[src/hdl/ycc_pkg.sv]
// Shared types and Q0.16 coefficients for the BGRA pair to YCbCr 4:2:2 converter.
package ycc_pkg;

  localparam int unsigned PixW  = 8;
  localparam int unsigned CoefW = 16;
  localparam int unsigned QShift = 16;
  localparam int unsigned ProdW = PixW + CoefW;
  // Signed accumulator: products plus offset stay below 2^25, one extra bit for sign.
  localparam int unsigned AccW  = ProdW + 2;

  typedef logic [PixW-1:0]  pix_t;
  typedef logic [CoefW-1:0] coef_t;
  typedef logic signed [AccW-1:0] acc_t;

  // One row of the color matrix: weights, which terms subtract, and the 128 chroma offset.
  typedef struct packed {
    coef_t k_r;
    coef_t k_g;
    coef_t k_b;
    logic  neg_r;
    logic  neg_g;
    logic  neg_b;
    logic  add_ofs;
  } row_t;

  // Stage advance strobes handed to each lane.
  typedef struct packed {
    logic adv_prod;
    logic adv_sum;
  } lane_ctrl_t;

  localparam acc_t OfsQ  = acc_t'(128) <<< QShift;
  localparam acc_t MaxQ  = (acc_t'(256) <<< QShift) - acc_t'(1);

  localparam row_t RowY  = '{k_r: 16'd19595, k_g: 16'd38470, k_b: 16'd7471,
                             neg_r: 1'b0, neg_g: 1'b0, neg_b: 1'b0, add_ofs: 1'b0};
  localparam row_t RowCb = '{k_r: 16'd11058, k_g: 16'd21710, k_b: 16'd32768,
                             neg_r: 1'b1, neg_g: 1'b1, neg_b: 1'b0, add_ofs: 1'b1};
  localparam row_t RowCr = '{k_r: 16'd32768, k_g: 16'd27439, k_b: 16'd5329,
                             neg_r: 1'b0, neg_g: 1'b1, neg_b: 1'b1, add_ofs: 1'b1};

endpackage

[src/hdl/ycc_lane.sv]
// One matrix-row lane: registered products, then sum, clamp and truncate.
module ycc_lane (
  input  logic                clk_i,
  input  ycc_pkg::row_t       row_i,
  input  ycc_pkg::lane_ctrl_t ctrl_i,
  input  ycc_pkg::pix_t       red_i,
  input  ycc_pkg::pix_t       green_i,
  input  ycc_pkg::pix_t       blue_i,
  output ycc_pkg::pix_t       res_o
);
  import ycc_pkg::*;

  acc_t term_r_d, term_g_d, term_b_d;
  acc_t term_r_q, term_g_q, term_b_q;
  acc_t sum;
  pix_t res_d, res_q;

  function automatic acc_t signed_term(input coef_t k, input pix_t p, input logic neg);
    logic [ProdW-1:0] prod;
    acc_t             mag;
    begin
      prod = ProdW'(k) * ProdW'(p);
      mag  = acc_t'({2'b00, prod});
      signed_term = neg ? -mag : mag;
    end
  endfunction

  always_comb begin
    term_r_d = signed_term(row_i.k_r, red_i,   row_i.neg_r);
    term_g_d = signed_term(row_i.k_g, green_i, row_i.neg_g);
    term_b_d = signed_term(row_i.k_b, blue_i,  row_i.neg_b);
  end

  always_ff @(posedge clk_i) begin
    if (ctrl_i.adv_prod) begin
      term_r_q <= term_r_d;
      term_g_q <= term_g_d;
      term_b_q <= term_b_d;
    end
  end

  always_comb begin
    sum = term_r_q + term_g_q + term_b_q + (row_i.add_ofs ? OfsQ : acc_t'(0));
    priority if (sum < acc_t'(0)) begin
      res_d = '0;
    end else if (sum > MaxQ) begin
      res_d = '1;
    end else begin
      res_d = sum[QShift +: PixW];
    end
  end

  always_ff @(posedge clk_i) begin
    if (ctrl_i.adv_sum) begin
      res_q <= res_d;
    end
  end

  assign res_o = res_q;

endmodule

[src/hdl/ycc_merge.sv]
// Output stage: gathers the four lane results into one registered 4:2:2 item.
module ycc_merge (
  input  logic          clk_i,
  input  logic          rst_ni,
  input  logic          load_i,
  input  ycc_pkg::pix_t luma_first_i,
  input  ycc_pkg::pix_t chroma_blue_i,
  input  ycc_pkg::pix_t luma_second_i,
  input  ycc_pkg::pix_t chroma_red_i,
  output logic          out_valid_o,
  input  logic          out_ready_i,
  output ycc_pkg::pix_t luma_first_o,
  output ycc_pkg::pix_t chroma_blue_o,
  output ycc_pkg::pix_t luma_second_o,
  output ycc_pkg::pix_t chroma_red_o
);
  import ycc_pkg::*;

  logic valid_d, valid_q;
  pix_t y1_q, cb_q, y2_q, cr_q;

  always_comb begin
    valid_d = valid_q;
    if (load_i) begin
      valid_d = 1'b1;
    end else if (out_ready_i) begin
      valid_d = 1'b0;
    end
  end

  always_ff @(posedge clk_i or negedge rst_ni) begin
    if (!rst_ni) begin
      valid_q <= 1'b0;
    end else begin
      valid_q <= valid_d;
    end
  end

  always_ff @(posedge clk_i) begin
    if (load_i) begin
      y1_q <= luma_first_i;
      cb_q <= chroma_blue_i;
      y2_q <= luma_second_i;
      cr_q <= chroma_red_i;
    end
  end

  assign out_valid_o   = valid_q;
  assign luma_first_o  = y1_q;
  assign chroma_blue_o = cb_q;
  assign luma_second_o = y2_q;
  assign chroma_red_o  = cr_q;

endmodule

[src/hdl/bgra_pair_to_ycbcr422.sv]
// Top level: BGR pixel pair in, full-range BT.601 YCbCr 4:2:2 word out.
//
// Input channel: in_valid_i / in_ready_o with the six 8-bit color components
// of two adjacent pixels. Output channel: out_valid_o / out_ready_i with Y of
// each pixel plus Cb and Cr taken from the first pixel.
// Four lanes (Y first, Cb, Cr, Y second) run side by side; each has a
// product register stage and a sum/clamp register stage, and a final output
// register merges the lane results into one item.
// Stages: three registers (product, sum/clamp, output) lie between the input
// accept edge and out_valid_o rising; a receiver stall can hold an item in any of them.
// Throughput: one item per cycle while out_ready_i is high; each stage advances
// whenever the stage after it is empty or moving, so a new item is taken while a
// finished item waits in the output register.
// Receiver stall: items pile up in the three stages; in_ready_o drops only
// once all three hold an item. Nothing is dropped or repeated.
// Reset: clears the stage valid flags; the pipeline comes up empty and
// ready to accept in the first cycle after reset.
module bgra_pair_to_ycbcr422 (
  input  logic          clk_i,
  input  logic          rst_ni,
  input  logic          in_valid_i,
  output logic          in_ready_o,
  input  ycc_pkg::pix_t blue_first_i,
  input  ycc_pkg::pix_t green_first_i,
  input  ycc_pkg::pix_t red_first_i,
  input  ycc_pkg::pix_t blue_second_i,
  input  ycc_pkg::pix_t green_second_i,
  input  ycc_pkg::pix_t red_second_i,
  output logic          out_valid_o,
  input  logic          out_ready_i,
  output ycc_pkg::pix_t luma_first_o,
  output ycc_pkg::pix_t chroma_blue_o,
  output ycc_pkg::pix_t luma_second_o,
  output ycc_pkg::pix_t chroma_red_o
);
  import ycc_pkg::*;

  logic       prod_vld_d, prod_vld_q;
  logic       sum_vld_d, sum_vld_q;
  logic       adv_prod, adv_sum, adv_out;
  lane_ctrl_t ctrl;
  pix_t       y1_res, cb_res, y2_res, cr_res;

  assign adv_out    = sum_vld_q && (!out_valid_o || out_ready_i);
  assign adv_sum    = prod_vld_q && (!sum_vld_q || adv_out);
  assign in_ready_o = !prod_vld_q || adv_sum;
  assign adv_prod   = in_valid_i && in_ready_o;

  assign ctrl.adv_prod = adv_prod;
  assign ctrl.adv_sum  = adv_sum;

  always_comb begin
    prod_vld_d = prod_vld_q;
    if (adv_prod) begin
      prod_vld_d = 1'b1;
    end else if (adv_sum) begin
      prod_vld_d = 1'b0;
    end
    sum_vld_d = sum_vld_q;
    if (adv_sum) begin
      sum_vld_d = 1'b1;
    end else if (adv_out) begin
      sum_vld_d = 1'b0;
    end
  end

  always_ff @(posedge clk_i or negedge rst_ni) begin
    if (!rst_ni) begin
      prod_vld_q <= 1'b0;
      sum_vld_q  <= 1'b0;
    end else begin
      prod_vld_q <= prod_vld_d;
      sum_vld_q  <= sum_vld_d;
    end
  end

  ycc_lane u_lane_y1 (
    .clk_i   (clk_i),
    .row_i   (RowY),
    .ctrl_i  (ctrl),
    .red_i   (red_first_i),
    .green_i (green_first_i),
    .blue_i  (blue_first_i),
    .res_o   (y1_res)
  );

  ycc_lane u_lane_cb (
    .clk_i   (clk_i),
    .row_i   (RowCb),
    .ctrl_i  (ctrl),
    .red_i   (red_first_i),
    .green_i (green_first_i),
    .blue_i  (blue_first_i),
    .res_o   (cb_res)
  );

  ycc_lane u_lane_cr (
    .clk_i   (clk_i),
    .row_i   (RowCr),
    .ctrl_i  (ctrl),
    .red_i   (red_first_i),
    .green_i (green_first_i),
    .blue_i  (blue_first_i),
    .res_o   (cr_res)
  );

  ycc_lane u_lane_y2 (
    .clk_i   (clk_i),
    .row_i   (RowY),
    .ctrl_i  (ctrl),
    .red_i   (red_second_i),
    .green_i (green_second_i),
    .blue_i  (blue_second_i),
    .res_o   (y2_res)
  );

  ycc_merge u_merge (
    .clk_i         (clk_i),
    .rst_ni        (rst_ni),
    .load_i        (adv_out),
    .luma_first_i  (y1_res),
    .chroma_blue_i (cb_res),
    .luma_second_i (y2_res),
    .chroma_red_i  (cr_res),
    .out_valid_o   (out_valid_o),
    .out_ready_i   (out_ready_i),
    .luma_first_o  (luma_first_o),
    .chroma_blue_o (chroma_blue_o),
    .luma_second_o (luma_second_o),
    .chroma_red_o  (chroma_red_o)
  );

endmodule

[config.mk]
export PLATFORM = sky130hd
export DESIGN_NAME = bgra_pair_to_ycbcr422
export DESIGN_NICKNAME = d
export VERILOG_FILES = /design/src/hdl/ycc_pkg.sv /design/src/hdl/ycc_lane.sv /design/src/hdl/ycc_merge.sv /design/src/hdl/bgra_pair_to_ycbcr422.sv
export SDC_FILE = /design/constraint.sdc
export NUM_CORES = 2
export LEC_CHECK = 0
export ABC_AREA = 1
export BUFFER_PORTS_ARGS = -buffer_cell sky130_fd_sc_hd__buf_2
export CAP_MARGIN = 20
export CORE_MARGIN = 2
export CORE_UTILIZATION = 60
export CTS_BUF_LIST = sky130_fd_sc_hd__clkbuf_4
export DETAILED_ROUTE_END_ITERATION = 12
export PLACE_DENSITY = 0.77
export RECOVER_POWER = 50
export SLEW_MARGIN = 20
export SYNTH_ARGS = -nofsm -noshare
export SYNTH_HDL_FRONTEND = slang
export SYNTH_SLANG_ARGS = --single-unit
[constraint.sdc]
create_clock -name clk_i -period 15.3 [get_ports clk_i]
set_input_delay 2.295 -clock clk_i [delete_from_list [all_inputs] [get_ports clk_i]]
set_output_delay 2.295 -clock clk_i [all_outputs]
set_load 0.01 [all_outputs]
Word level (Yosys, flattened, before mapping)
Index checks and enable logic that the tools add are counted.

RAM bits: 0. Bits in latches: 0. Output and inout bits: 34. Input bits: 52. Memories: 0. Register bits after elaboration: 329. Memory bits (read-only): 0.

Multipliers: 10. Mux-type cells: 10. Add/sub/neg operators: 14. Reduce and logical (&&, ||, !) cells: 12. Magnitude comparators: 8. Shifts and indexed selects: 0. Bitwise logic cells: 0. Equal/unequal tests: 0. Divide/modulo/power cells: 0.

Operators with widths (count): 15-bit by 8-bit multiplier with 23-bit output (first input constant) (5); 26-bit by 25-bit > comparator with 1-bit output (second input constant) (4); 26-bit by 1-bit < comparator with 1-bit output (second input constant) (4); 24-bit negator with 26-bit output (4); 13-bit by 8-bit multiplier with 21-bit output (first input constant) (4); 26-bit by 25-bit adder with 26-bit output (2); 26-bit by 25-bit adder with 26-bit output (second input constant) (2); 26-bit adder (2); 24-bit by 24-bit adder with 25-bit output (2); 8-bit two-way mux (4); 24-bit by 26-bit adder with 26-bit output (1); 26-bit by 24-bit adder with 26-bit output (1); 14-bit by 8-bit multiplier with 22-bit output (first input constant) (1); 1-bit two-way mux (6); 2-bit nonzero test (3); 1-bit logical AND (3); 1-bit logical NOT (3); 1-bit logical OR (3).

Logic depth before layout (Yosys ltp)
Word-level depth: 8. Mapped depth: 25. Depth with buffers taken out: 25.

By module
A second synthesis with hierarchy kept.

Cells, all modules: 11441. Area, all modules: 82051.2 sq um.

Modules (own cells, without submodules): ycc_lane (u_lane_cb) (cells each 2926, instances 1, seq. area each 2582.5 sq um, area each 20567.2 sq um); ycc_lane (u_lane_y1) (cells each 2853, instances 1, seq. area each 2582.5 sq um, area each 20284.5 sq um); ycc_lane (u_lane_cr) (cells each 2803, instances 1, seq. area each 2582.5 sq um, area each 20058.0 sq um); ycc_lane (u_lane_y2) (cells each 2807, instances 1, seq. area each 2582.5 sq um, area each 20028.0 sq um); ycc_merge (cells each 37, instances 1, seq. area each 985.9 sq um, area each 1001.0 sq um); bgra_pair_to_ycbcr422 (cells each 15, instances 1, seq. area each 50.0 sq um, area each 112.6 sq um).

Worst setup path before layout
OpenSTA, ideal clock, no wires.

Path kind: in2reg. Start: in out_ready_i. End: reg u_lane_cb.term_b_q[16] (enable). Required time: 14.706 ns. Path slack: 7.368 ns. Path buffers: 0. Setup time: 0.594 ns. Stages: 6. Arrival time: 7.338 ns. Cell sequence: inv_1 -> nand2_1 -> nor2_1 -> nand2_1 -> nand2_1 -> inv_1.

Longest elaborated chain between the ends: 6.

RTL lines: start: declaration (line bgra_pair_to_ycbcr422.sv:30) `input logic out_ready_i,`; 1-bit logical OR (line bgra_pair_to_ycbcr422.sv:44) `assign adv_out = sum_vld_q && (!out_valid_o || out_ready_i);`; 1-bit logical AND (line bgra_pair_to_ycbcr422.sv:44); 1-bit logical OR (line bgra_pair_to_ycbcr422.sv:45) `assign adv_sum = prod_vld_q && (!sum_vld_q || adv_out);`; 1-bit logical AND (line bgra_pair_to_ycbcr422.sv:45); 1-bit logical OR (line bgra_pair_to_ycbcr422.sv:46) `assign in_ready_o = !prod_vld_q || adv_sum;`; named net in_ready_o (line bgra_pair_to_ycbcr422.sv:22) `output logic in_ready_o,`; 1-bit logical AND (line bgra_pair_to_ycbcr422.sv:47) `assign adv_prod = in_valid_i && in_ready_o;`; named net adv_prod (line bgra_pair_to_ycbcr422.sv:40) `logic adv_prod, adv_sum, adv_out;`; end signal: assignment (line ycc_lane.sv:38) `term_b_q <= term_b_d;`; end: declaration (line ycc_lane.sv:14) `acc_t term_r_q, term_g_q, term_b_q;`.

The timed path passes the listed nets, and every way through them passes these cells. A chain may end at the register's enable or synchronous reset.

Worst setup path in the final report
Start: in out_ready_i. End: reg u_lane_cb.term_g_q[11] (enable).

Longest elaborated chain between the ends: 6.

RTL lines: 1-bit logical OR (line bgra_pair_to_ycbcr422.sv:44); 1-bit logical AND (line bgra_pair_to_ycbcr422.sv:44); 1-bit logical OR (line bgra_pair_to_ycbcr422.sv:45); 1-bit logical AND (line bgra_pair_to_ycbcr422.sv:45); 1-bit logical OR (line bgra_pair_to_ycbcr422.sv:46); 1-bit logical AND (line bgra_pair_to_ycbcr422.sv:47); named net adv_prod (line bgra_pair_to_ycbcr422.sv:40); end signal: assignment (line ycc_lane.sv:37) `term_g_q <= term_g_d;`; end: declaration (line ycc_lane.sv:14).

The timed path passes the listed nets, and every way through them passes these cells.

==> impl_metrics.env <==
export IMPL_numCtsBuffers=85
export IMPL_async_flop_share=0.00971
export IMPL_place_ws_ns=8.24
export IMPL_grt_antenna_before_repair=5
export IMPL_r2r_start="u_merge.out_valid_o"
export IMPL_synth_xor_area_share=0.0709
export IMPL_period_share=0.516
export IMPL_yosys_top_cells_area="edfxtp_1 25%, ha_1 24%, fa_1 13%"
export IMPL_timing_setup_tns_ns=0
export IMPL_cts_tree="yes"
export IMPL_syn_to_final_growth_pct=6.75
export IMPL_worstHoldStart="u_lane_y2.res_o[7]"
export IMPL_ctsHtreeMaxLevel=3
export IMPL_setup_ws_ns=7.41
export IMPL_synthSimpleGateAreaFrac=0.148
export IMPL_synth_ff_type="edfxtp_1"
export IMPL_ys_warn_count=0
export IMPL_drive_gt1_frac=0.0638
export IMPL_drt_iter0_drc=1506
export IMPL_start_util=0.606
export IMPL_slowest_stage="clkinvlp_2"
export IMPL_synth_top_family_by_area="adder cells"
export IMPL_clockRootBuffer="clkbuf_4"
export IMPL_cp_required_ns=15.34
export IMPL_die_width_um=251
export IMPL_arrival_ns=7.93
export IMPL_worstMarginPinSlew_ns=4.00
export IMPL_ant_nets=0
export IMPL_min_period_ns=7.89
export IMPL_synth_cell_type_count=60
export IMPL_cp_top_family="buffers and inverters"
export IMPL_core_area_um2=60200
export IMPL_criticalPathCategory="in2reg"
export IMPL_clock_skew_ns=0.0519
export IMPL_cts_setup_buffers=0
export IMPL_routed_wl_um=82900
export IMPL_synth_top_area_share=0.252
export IMPL_violations="capacitance limit, slew limit"
export IMPL_powerDensity_nw_per_um2=207
export IMPL_syn_avg_cell_area_um2=9.11
export IMPL_die_y_um=251
export IMPL_synth_mux_area_frac=0
export IMPL_end_kind="register"
export IMPL_leakagePower_nw=19.5
export IMPL_start_kind="input pin"
export IMPL_path_cells="buf_2, inv_1, nand2_1, nor2_1, nand2_1, nand2_1, clkinvlp_2, clkbuf_1"
export IMPL_cts_sinks=309
export IMPL_vias=27700
export IMPL_cts_hold_buffers=0
export IMPL_finish_utilization=0.647
export IMPL_grt_pass1_vias=28100
export IMPL_dp_hpwl_um=69000
export IMPL_maxSlewHeadroom=-1.68
export IMPL_die_area_um2=62800
export IMPL_cp_num_buf_inv=4
export IMPL_synth_common_cells="696 x ha_1, 686 x inv_1, 623 x nand2_1"
export IMPL_syn_area_um2=36500
export IMPL_row_count=90
export IMPL_grt_max_degree=94
export IMPL_insertion_delay_ns=0.83
export IMPL_place_congestion=0.955
export IMPL_fin_area_um2=39000
export IMPL_drc=0
export IMPL_ys_ff_latch=309
export IMPL_ys_seq_area_frac=0.254
export IMPL_portBuffers=85
export IMPL_synth_edf_count=306
export IMPL_cts_resized_gates=0
export IMPL_nets=5161
export IMPL_post_synth_top_area_cell="edfxtp_1"
export IMPL_placed_cell_area_um2=37900
export IMPL_rsz0062_at_grt="false"
export IMPL_finalPower_mw=8.07
export IMPL_max_stage_delay_ns=2.89
export IMPL_maxCapViolCount=4
export IMPL_hold_class="reg2reg"
export IMPL_grt_pass1_wl_um=139000
export IMPL_path_clk_slew_ns=0.07
export IMPL_wl_per_cell_um=16.5
export IMPL_fmax_mhz=127
export IMPL_cp_common_cell="nand2_1"
export IMPL_crit_start="out_ready_i"
export IMPL_synth_compound_area_frac=0.0890
export IMPL_viasPerCell=5.50
export IMPL_io_pins=86
export IMPL_syn_num_nets=4990
export IMPL_yosys_area_share_adder=0.366
export IMPL_cp_max_fo=93
export IMPL_globalRouteOverflowTotal=0
export IMPL_setup_viol=0
export IMPL_grt_usage=0.273
export IMPL_netlist_instances=4010
export IMPL_drv_slew=215
export IMPL_final_hold_violation_count=0
export IMPL_status="finished with violations"
export IMPL_cts_buffer_depth=3
export IMPL_ir_worst_vdd_v=0.000141
export IMPL_yosysMostFrequentCell="ha_1"
export IMPL_drt_pass1_iterations=7
[worst paths after layout]
| kind | cells past startpoint | to | slack [ns] |
|---|---|---|---|
| max | 8 | u_lane_cb.term_g_q[11] | 7.41 |
| min | 0 | u_merge.luma_second_o[7] | 0.41 |
| max reg2reg | 6 | u_lane_cb.term_g_q[11] | 8.69 |
| min reg2reg | 0 | u_merge.luma_second_o[7] | 0.41 |
| max in group asynchronous | 1 | sum_vld_q | 13.85 |
| min in group asynchronous | 1 | prod_vld_q | 1.30 |
[metrics by stage]
stage / instances / hold WS, ns
after global placement: 4876 / 0.404
after global routing: 5033 / 0.421
after floorplan: 4010 / 0.400
after detailed placement: 4876 / 0.405
after CTS: 5030 / 0.411
final: 5033 / 0.415
[report_power, final]
part           internal (mW)  total (mW)  switching [mW]
clock network          0.420       0.792           0.372
registers               1.49        1.63           0.146
logic                   2.09        5.64            3.55
total                   4.00        8.07            4.07
[placed cells by master, fill, tap and decap left out, types with 19 or more instances in the layout]
master,Yosys,final
clkbuf_1,1,59
clkinv_1,1,24
nand3_1,156,156
nor3_1,33,33
edfxtp_1,306,306
nand4_1,70,70
a21oi_1,298,298
buf_2,3,29
a21o_1,28,28
inv_1,686,685
o21bai_1,19,19
nor2_1,219,219
xnor2_1,87,87
o21ai_0,135,135
xor2_1,182,182
clkbuf_4,0,115
nor2_2,20,20
fa_1,232,232
ha_1,696,696
a31oi_1,20,20
nand2_1,623,623
[logic make-up after synthesis]
kind of cell | Yosys count
adders and majority gates | 928
buffers and inverters | 704
AOI/OAI and AO/OA | 581
and+or+nand+nor | 1206
xor gates and xnor gates | 282
DFF | 309
[per-layer routing]
layer | routed length (um) | GRT usage
met2 | 39600 | 0.465
met1 | 37000 | 0.359
met5 | 34 | 0
met3 | 3770 | 0.0388
met4 | 2550 | 0.0922
[registers in the layout, indices dropped and copies added (netlist names), 8 cells and up]
signal                 flops
u_merge.chroma_blue_o      8
u_lane_cr.res_o            8
u_merge.luma_second_o      8
u_lane_cr.term_b_q        25
u_lane_y1.term_g_q        22
u_lane_y1.term_r_q        21
u_lane_cr.term_g_q        23
u_merge.luma_first_o       8
u_lane_cb.res_o            8
u_lane_y1.res_o            8
u_lane_y2.term_b_q        21
u_lane_y1.term_b_q        20
u_lane_y2.term_r_q        23
u_lane_y2.term_g_q        23
u_merge.chroma_red_o       8
u_lane_y2.res_o            8
u_lane_cb.term_r_q        25
u_lane_cb.term_g_q        25
[layout make-up]
cell class / count / area, um2
Clock buffer: 115 / 863
Clock inverter: 39 / 272
Inverter: 699 / 2630
Antenna cell: 3 / 7.51
Tap cell: 782 / 978
Sequential cell: 309 / 9260
Fill cell: 5097 / 21300
Multi-Input combinational cell: 2997 / 24600
Timing Repair Buffer: 89 / 374
(Power assumes the default switching activity.)
